--- config.mk ---
export PLATFORM = sky130hd
export DESIGN_NAME = dc_tracking_highpass_gain_peak
export DESIGN_NICKNAME = d
export VERILOG_FILES = /design/src/hdl/dchpg_pkg.sv /design/src/hdl/dchpg_mul_unit.sv /design/src/hdl/dc_tracking_highpass_gain_peak.sv
export SDC_FILE = /design/constraint.sdc
export NUM_CORES = 2
export LEC_CHECK = 0
export ABC_AREA = 1
export BUFFER_PORTS_ARGS = -buffer_cell sky130_fd_sc_hd__buf_2
export CORE_MARGIN = 5
export CORE_UTILIZATION = 40
export CTS_CLUSTER_SIZE = 8
export DETAILED_ROUTE_END_ITERATION = 10
export PLACE_DENSITY = 0.68
export SYNTH_ARGS = -nofsm -noshare
export SYNTH_HDL_FRONTEND = slang
export SYNTH_SLANG_ARGS = --single-unit
--- constraint.sdc ---
create_clock -name aclk -period 11.4 [get_ports aclk]
set_input_delay 2.28 -clock aclk [delete_from_list [all_inputs] [get_ports aclk]]
set_output_delay 2.28 -clock aclk [all_outputs]
set_load 0.01 [all_outputs]
--- src/hdl/dchpg_pkg.sv ---
package dchpg_pkg;

    // Fixed field widths of the sample and result words.
    localparam int SAMPLE_BITS   = 16;
    localparam int PEAK_BITS     = SAMPLE_BITS - 1;
    localparam int FRAC_BITS_DEF = 16;

    // Configuration register widths and reset values.
    localparam int GAIN_W     = 5;
    localparam int ALPHA_W    = 16;
    localparam int ALPHA_FRAC = 16;

    localparam logic [GAIN_W-1:0]  GAIN_RESET  = 5'd4;
    localparam logic [ALPHA_W-1:0] ALPHA_RESET = 16'd1311;

    // APB register map: one register per 32-bit word.
    localparam int PADDR_W = 3;
    localparam int PDATA_W = 32;

    localparam logic REG_GAIN  = 1'b0;
    localparam logic REG_ALPHA = 1'b1;

    typedef struct packed {
        logic signed [SAMPLE_BITS-1:0] sample;
        logic                          new_recording;
    } in_word_t;

    typedef struct packed {
        logic signed [SAMPLE_BITS-1:0] filtered_sample;
        logic [PEAK_BITS-1:0]          peak_level;
    } out_word_t;

endpackage

--- src/hdl/dchpg_mul_unit.sv ---
module dchpg_mul_unit import dchpg_pkg::*; #(
    parameter int A_W = 33,
    parameter int B_W = 17
) (
    input  logic                      aclk,
    input  logic                      mul_en,
    input  logic signed [A_W-1:0]     op_a,
    input  logic signed [B_W-1:0]     op_b,
    output logic signed [A_W+B_W-1:0] product
);

    // Shared signed multiplier; the product is registered so that the
    // sequencer reads it in the state after the one that issues the operands.
    logic signed [A_W+B_W-1:0] product_reg;
    logic signed [A_W+B_W-1:0] product_next;

    assign product_next = op_a * op_b;

    always_ff @(posedge aclk) begin
        if (mul_en) begin
            product_reg <= product_next;
        end
    end

    assign product = product_reg;

endmodule

--- src/hdl/dc_tracking_highpass_gain_peak.sv ---
// DC-blocking high-pass filter with integer gain and peak hold.
//
// Sample words enter on the s_ channel (valid/ready) and each one yields
// exactly one result word on the m_ channel: the DC-removed, amplified and
// saturated sample together with the peak absolute output seen since the
// current recording started. Gain and the tracking coefficient alpha are set
// through the APB port (gain at 0x0, alpha at 0x4). The user must write them
// only while the block is idle; the block itself does not enforce this. Each
// word passes twice through a single shared multiplier (once for the alpha
// update of the DC estimate, once for the gain) with an add step and a
// truncate/saturate step around them: states multiply-alpha, update,
// multiply-gain and finish, where the result is registered once the output
// register is free. The sequencer takes a new word only when back in idle.
//
// Reset is synchronous and active low. It restores gain to 4, alpha to 1311,
// clears the estimate, the peak and the seeded flag, and empties the result
// register. A stalled receiver holds the result in the output register; the
// block may still accept the next word and compute it, but will not overwrite
// the waiting result until it has been taken.
module dc_tracking_highpass_gain_peak import dchpg_pkg::*; #(
    parameter int FRAC_BITS = FRAC_BITS_DEF
) (
    input  logic                 aclk,
    input  logic                 aresetn,
    // Sample channel
    input  logic                 s_valid,
    output logic                 s_ready,
    input  in_word_t             s_data,
    // Result channel
    output logic                 m_valid,
    input  logic                 m_ready,
    output out_word_t            m_data,
    // Configuration port
    input  logic                 psel,
    input  logic                 penable,
    input  logic                 pwrite,
    input  logic [PADDR_W-1:0]   paddr,
    input  logic [PDATA_W-1:0]   pwdata,
    output logic [PDATA_W-1:0]   prdata,
    output logic                 pready
);

    // The estimate is a signed fixed-point value with FRAC_BITS fraction bits.
    localparam int EST_W  = SAMPLE_BITS + FRAC_BITS;
    localparam int OPA_W  = EST_W + 1;
    localparam int OPB_W  = ALPHA_W + 1;
    localparam int PROD_W = OPA_W + OPB_W;
    localparam int Y_W    = PROD_W - FRAC_BITS;

    localparam logic signed [Y_W-1:0] Y_MAX =
        {{(Y_W-SAMPLE_BITS+1){1'b0}}, {(SAMPLE_BITS-1){1'b1}}};
    localparam logic signed [Y_W-1:0] Y_MIN =
        {{(Y_W-SAMPLE_BITS+1){1'b1}}, {(SAMPLE_BITS-1){1'b0}}};
    localparam logic signed [SAMPLE_BITS-1:0] SMP_MIN =
        {1'b1, {(SAMPLE_BITS-1){1'b0}}};
    localparam logic [PEAK_BITS-1:0] PEAK_MAX = {PEAK_BITS{1'b1}};

    typedef enum logic [2:0] {
        ST_IDLE,
        ST_MUL_ALPHA,
        ST_UPDATE,
        ST_MUL_GAIN,
        ST_FINISH
    } state_t;

    state_t                   state_reg;
    logic [GAIN_W-1:0]        gain_reg;
    logic [ALPHA_W-1:0]       alpha_reg;
    logic signed [EST_W-1:0]  est_reg;
    logic                     seeded_reg;
    logic [PEAK_BITS-1:0]     peak_reg;
    logic signed [SAMPLE_BITS-1:0] sample_reg;
    logic                     m_valid_reg;
    out_word_t                m_data_reg;

    logic                     in_fire;
    logic                     cfg_write;
    logic signed [EST_W-1:0]  xf;
    logic signed [EST_W-1:0]  xf_in;
    logic signed [OPA_W-1:0]  diff;
    logic signed [OPB_W-1:0]  op_b;
    logic                     mul_en;
    logic signed [PROD_W-1:0] prod;
    logic signed [EST_W+1:0]  est_sum;
    logic signed [PROD_W-1:0] ac_biased;
    logic signed [Y_W-1:0]    y_wide;
    logic signed [SAMPLE_BITS-1:0] y_sat;
    logic signed [SAMPLE_BITS-1:0] y_neg;
    logic [PEAK_BITS-1:0]     mag;
    logic                     out_free;

    assign in_fire   = s_valid && s_ready;
    assign cfg_write = psel && penable && pwrite && pready;
    assign s_ready   = (state_reg == ST_IDLE);
    assign out_free  = !m_valid_reg || m_ready;

    // Sample scaled into the estimate's fixed-point format.
    assign xf    = {sample_reg, {FRAC_BITS{1'b0}}};
    assign xf_in = {s_data.sample, {FRAC_BITS{1'b0}}};

    // Distance of the sample from the current estimate; feeds both passes.
    assign diff = {xf[EST_W-1], xf} - {est_reg[EST_W-1], est_reg};

    always_comb begin
        unique case (state_reg)
            ST_MUL_GAIN: op_b = {{(OPB_W-GAIN_W){1'b0}}, gain_reg};
            default:     op_b = {1'b0, alpha_reg};
        endcase
    end

    assign mul_en = (state_reg == ST_MUL_ALPHA) || (state_reg == ST_MUL_GAIN);

    dchpg_mul_unit #(
        .A_W (OPA_W),
        .B_W (OPB_W)
    ) u_mul (
        .aclk    (aclk),
        .mul_en  (mul_en),
        .op_a    (diff),
        .op_b    (op_b),
        .product (prod)
    );

    // The alpha step: dropping the low bits of the product is a floor, which
    // matches an arithmetic shift. The result always lies between the old
    // estimate and the sample, so it fits the estimate width.
    assign est_sum = {{2{est_reg[EST_W-1]}}, est_reg} + prod[PROD_W-1:ALPHA_FRAC];

    // The gain step truncates toward zero: negative products get a bias of
    // all ones below the binary point before the low bits are dropped.
    assign ac_biased = prod + (prod[PROD_W-1] ?
        {{(PROD_W-FRAC_BITS){1'b0}}, {FRAC_BITS{1'b1}}} : '0);
    assign y_wide = ac_biased[PROD_W-1:FRAC_BITS];

    always_comb begin
        priority if (y_wide > Y_MAX) begin
            y_sat = Y_MAX[SAMPLE_BITS-1:0];
        end else if (y_wide < Y_MIN) begin
            y_sat = Y_MIN[SAMPLE_BITS-1:0];
        end else begin
            y_sat = y_wide[SAMPLE_BITS-1:0];
        end
    end

    // Absolute value for the peak; the most negative sample maps to the
    // largest positive one.
    assign y_neg = -y_sat;
    always_comb begin
        priority if (y_sat == SMP_MIN) begin
            mag = PEAK_MAX;
        end else if (y_sat[SAMPLE_BITS-1]) begin
            mag = y_neg[PEAK_BITS-1:0];
        end else begin
            mag = y_sat[PEAK_BITS-1:0];
        end
    end

    always_ff @(posedge aclk) begin
        if (!aresetn) begin
            state_reg   <= ST_IDLE;
            gain_reg    <= GAIN_RESET;
            alpha_reg   <= ALPHA_RESET;
            est_reg     <= '0;
            seeded_reg  <= 1'b0;
            peak_reg    <= '0;
            m_valid_reg <= 1'b0;
        end else begin
            if (cfg_write) begin
                unique case (paddr[2])
                    REG_GAIN:  gain_reg  <= pwdata[GAIN_W-1:0];
                    REG_ALPHA: alpha_reg <= pwdata[ALPHA_W-1:0];
                    default:   gain_reg  <= gain_reg;
                endcase
            end

            // In the finish step the result register is reloaded instead.
            if (m_valid_reg && m_ready && (state_reg != ST_FINISH)) begin
                m_valid_reg <= 1'b0;
            end

            unique case (state_reg)
                ST_IDLE: begin
                    if (in_fire) begin
                        sample_reg <= s_data.sample;
                        // A new recording (or the first word) seeds the
                        // estimate with the sample itself and clears the peak.
                        if (!seeded_reg || s_data.new_recording) begin
                            est_reg    <= xf_in;
                            peak_reg   <= '0;
                            seeded_reg <= 1'b1;
                        end
                        state_reg <= ST_MUL_ALPHA;
                    end
                end
                ST_MUL_ALPHA: begin
                    state_reg <= ST_UPDATE;
                end
                ST_UPDATE: begin
                    est_reg   <= est_sum[EST_W-1:0];
                    state_reg <= ST_MUL_GAIN;
                end
                ST_MUL_GAIN: begin
                    state_reg <= ST_FINISH;
                end
                ST_FINISH: begin
                    if (out_free) begin
                        m_valid_reg                <= 1'b1;
                        m_data_reg.filtered_sample <= y_sat;
                        if (mag > peak_reg) begin
                            peak_reg              <= mag;
                            m_data_reg.peak_level <= mag;
                        end else begin
                            m_data_reg.peak_level <= peak_reg;
                        end
                        state_reg <= ST_IDLE;
                    end
                end
                default: begin
                    state_reg <= ST_IDLE;
                end
            endcase
        end
    end

    assign m_valid = m_valid_reg;
    assign m_data  = m_data_reg;

    // Register read-back and an always-ready APB port.
    always_comb begin
        unique case (paddr[2])
            REG_GAIN:  prdata = {{(PDATA_W-GAIN_W){1'b0}}, gain_reg};
            REG_ALPHA: prdata = {{(PDATA_W-ALPHA_W){1'b0}}, alpha_reg};
            default:   prdata = '0;
        endcase
    end
    assign pready = 1'b1;

endmodule

==> flow_summary.toml <==
[outcome]
status = "finished, final reports clean"

[route]
drt-vias-per-instance = 5.13
routed_wire_length_mm = 86.1
dr.first_iter.drc_count = 1726
antenna_left = 0
routed_wire_length_per_instance_um = 17.5
first_pass_iters = 8
drc_errors = 0
total_vias_in_the_final_route = 25200

[min_path]
timing.hold.worst.start = "peak_reg[10]$_SDFFE_PN0P_"
hold_class = "reg2reg"

[global_routing]
grt.total_usage_pct = 21.6
grt_antenna_before_repair = 2
grt_max_degree = 51
grt_first_pass_wirelength_mm = 140
grt_overflow_total = 0
via_count_of_the_first_global_routing_pass = 26000

[layout]
largest_register_ff_count = 50
layout_cells_sized_above_1_pct = 6.51
area_delta_synth_final_pct = 6.57
fin_cells = 4919
final_net_count = 4698
num_antenna_cells = 0

[clock_tree]
clk_latency_ns = 0.46
clk_pin_slew_worst_paths_ns = 0.08
postCtsResizedCells = 0
sink_count_of_the_clock_tree = 170
cts_setup_buffers = 0
cts_hold_buf = 0
cts-root-buf = "sky130_fd_sc_hd__clkbuf_16"
cts_inserted_buffers = 17
htree_num_levels = 4
cts_tree = "yes"
clockBufferDepth = 2

[place]
place_congestion = 0.954
dp.cells = 4887
portBuffers = 89
dp_hpwl_mm = 70.3

[setup_path]
critical_path.reg2reg.startpoint = "est_reg[0]$_SDFFE_PN0P_"
critPathRequiredTime_ns = 11.64
crit_path_dat_ns = 10.05
critical_path_top_delay_cell = "sky130_fd_sc_hd__fa_1"
start_kind = "flip-flop"
cp_common_cell = "sky130_fd_sc_hd__inv_1"
critical_path.max_stage_delay_ns = 0.56
crit_end_category = "flip-flop"
ff2ff_setup_slack_ns = 1.58
critical_path.max_fanout = 14
criticalPathCategory = "reg2reg"
timing.critical_path.from = "est_reg[0]$_SDFFE_PN0P_"

[sta]
timing.setup.tns_ns = 0
max_freq_mhz = 102
post-route-min-period_ns = 9.82
finalCritPeriodShare_pct = 86.1
worst_slew_margin_rel_pct = 26.9
final-hold-violation-count = 0
worst-slew-pin-transition_ns = 1.09
final-max-slew-violation-count = 0
fin_skew_ns = 0.0160
report.final.setup_viol = 0
grt_setup_unrepaired = "no"

[floorplan]
coreArea_um2 = 74600
io-pin-count = 125
die-area_um2 = 81000
dieHeight_um = 285
initial_utilization_pct = 40.5
die_width_um = 285
row_count = 100

[logic_synthesis]
synth.yosys.seq_area_share_pct = 14.5
yosys.cell_types.count = 56
synth_ff_type = "sky130_fd_sc_hd__edfxtp_1"
synth-async-reset-ratio_pct = 0
synth_edf_count = 97
synth_warnings = 0
synthCells = 3899
ys_ff_latch = 170
syn_area_per_cell_um2 = 7.74
post_synth_instance_area_um2 = 30200

[flow_run]
maxCapViolations = 0
[cells by family (layout without fill, tap and decap cells)]
kind of cell	Yosys count	count (layout)	synth area share [%]
buf+inv	980	1016	12.6
simple gates	1591	1591	22.1
fa+ha+maj	702	702	41.6
flops	170	170	14.5
other cells	2	17	0.0249
xor+xnor	73	73	2.12
compound gates	381	381	6.99
[stage by stage]
step | instance area (um^2) | util [%] | hold WS [ns] | setup slack (ns)
after floorplan | 30200 | - | 0.440 | 3.47
after global placement | 31600 | 42.3 | 0.459 | 1.82
after detailed placement | 31600 | 42.3 | 0.461 | 1.75
after CTS | 32200 | 43.1 | 0.473 | 1.73
after global routing | 32200 | 43.1 | 0.491 | 1.02
final | 32200 | 43.1 | 0.469 | 1.58
[synthesized netlist by cell type, types with 12 or more instances]
library cell               count  area [um^2]
sky130_fd_sc_hd__inv_1       839         3150
sky130_fd_sc_hd__nand2_1     839         3150
sky130_fd_sc_hd__fa_1        504        10100
sky130_fd_sc_hd__nor2_1      404         1520
sky130_fd_sc_hd__ha_1        198         2480
sky130_fd_sc_hd__a21oi_1     175          876
sky130_fd_sc_hd__nand3_1     157          786
sky130_fd_sc_hd__o21ai_0     118          591
sky130_fd_sc_hd__edfxtp_1     97         2910
sky130_fd_sc_hd__clkbuf_1     74          278
sky130_fd_sc_hd__dfxtp_1      73         1460
sky130_fd_sc_hd__or2_2        55          344
sky130_fd_sc_hd__nand4_1      50          313
sky130_fd_sc_hd__xor2_1       40          350
sky130_fd_sc_hd__xnor2_1      33          289
sky130_fd_sc_hd__nor3_1       24          120
sky130_fd_sc_hd__buf_4        19          143
sky130_fd_sc_hd__clkinv_1     18         67.6
sky130_fd_sc_hd__inv_2        14         52.6
sky130_fd_sc_hd__and2_1       13         81.3
sky130_fd_sc_hd__a31oi_1      12         75.1
sky130_fd_sc_hd__o21a_1       12         90.1
sky130_fd_sc_hd__o21ai_1      12         60.1
[routing by layer]
| metal | global-route usage (%) | share of wire [%] |
|---|---|---|
| met1 | 28.9 | 43 |
| met4 | 5.36 | 2.6 |
| met5 | 0 | 0.015 |
| met3 | 3.33 | 6.4 |
| met2 | 36.8 | 48 |
[worst max-delay path: cells and delay by family (launching register included)]
kind,cells,cell delay (ns)
AOI/OAI and AO/OA,9,1.85
adders and majority gates,8,3.66
and+or+nand+nor,13,2.07
buffers and inverters,7,1.26
DFF,1,0.40
xor gates and xnor gates,1,0.35
[cells in the final DEF (no fill, tap or decap), types with 32 or more instances in the layout]
master / netlist / final
sky130_fd_sc_hd__nand3_1: 157 / 157
sky130_fd_sc_hd__edfxtp_1: 97 / 97
sky130_fd_sc_hd__fa_1: 504 / 504
sky130_fd_sc_hd__or2_2: 55 / 55
sky130_fd_sc_hd__nor2_1: 404 / 402
sky130_fd_sc_hd__buf_2: 5 / 89
sky130_fd_sc_hd__inv_1: 839 / 839
sky130_fd_sc_hd__a21oi_1: 175 / 175
sky130_fd_sc_hd__xor2_1: 40 / 40
sky130_fd_sc_hd__dfxtp_1: 73 / 73
sky130_fd_sc_hd__o21ai_0: 118 / 116
sky130_fd_sc_hd__xnor2_1: 33 / 32
sky130_fd_sc_hd__nand4_1: 50 / 50
sky130_fd_sc_hd__ha_1: 198 / 198
sky130_fd_sc_hd__nand2_1: 839 / 839
[cell type report]
cell class / count / area (um^2)
fill: 7601 / 42400
clock buffer: 20 / 468
sequential: 170 / 4370
timing repair buffer: 113 / 626
tap: 969 / 1210
clock inverter: 12 / 110
inverter: 871 / 3270
multi-input combinational: 2764 / 22100
[worst paths after layout]
kind,to,cells after the start
worst max-delay path,u_mul.product[49]$_DFFE_PP_,38
worst min register to register,peak_reg[10]$_SDFFE_PN0P_,2
worst max register to register,u_mul.product[49]$_DFFE_PP_,38
worst min-delay path,peak_reg[10]$_SDFFE_PN0P_,2
Power is left out: the tool's default activity adds up to more than one toggle a clock period on the data nets, which glitch-free logic cannot reach.
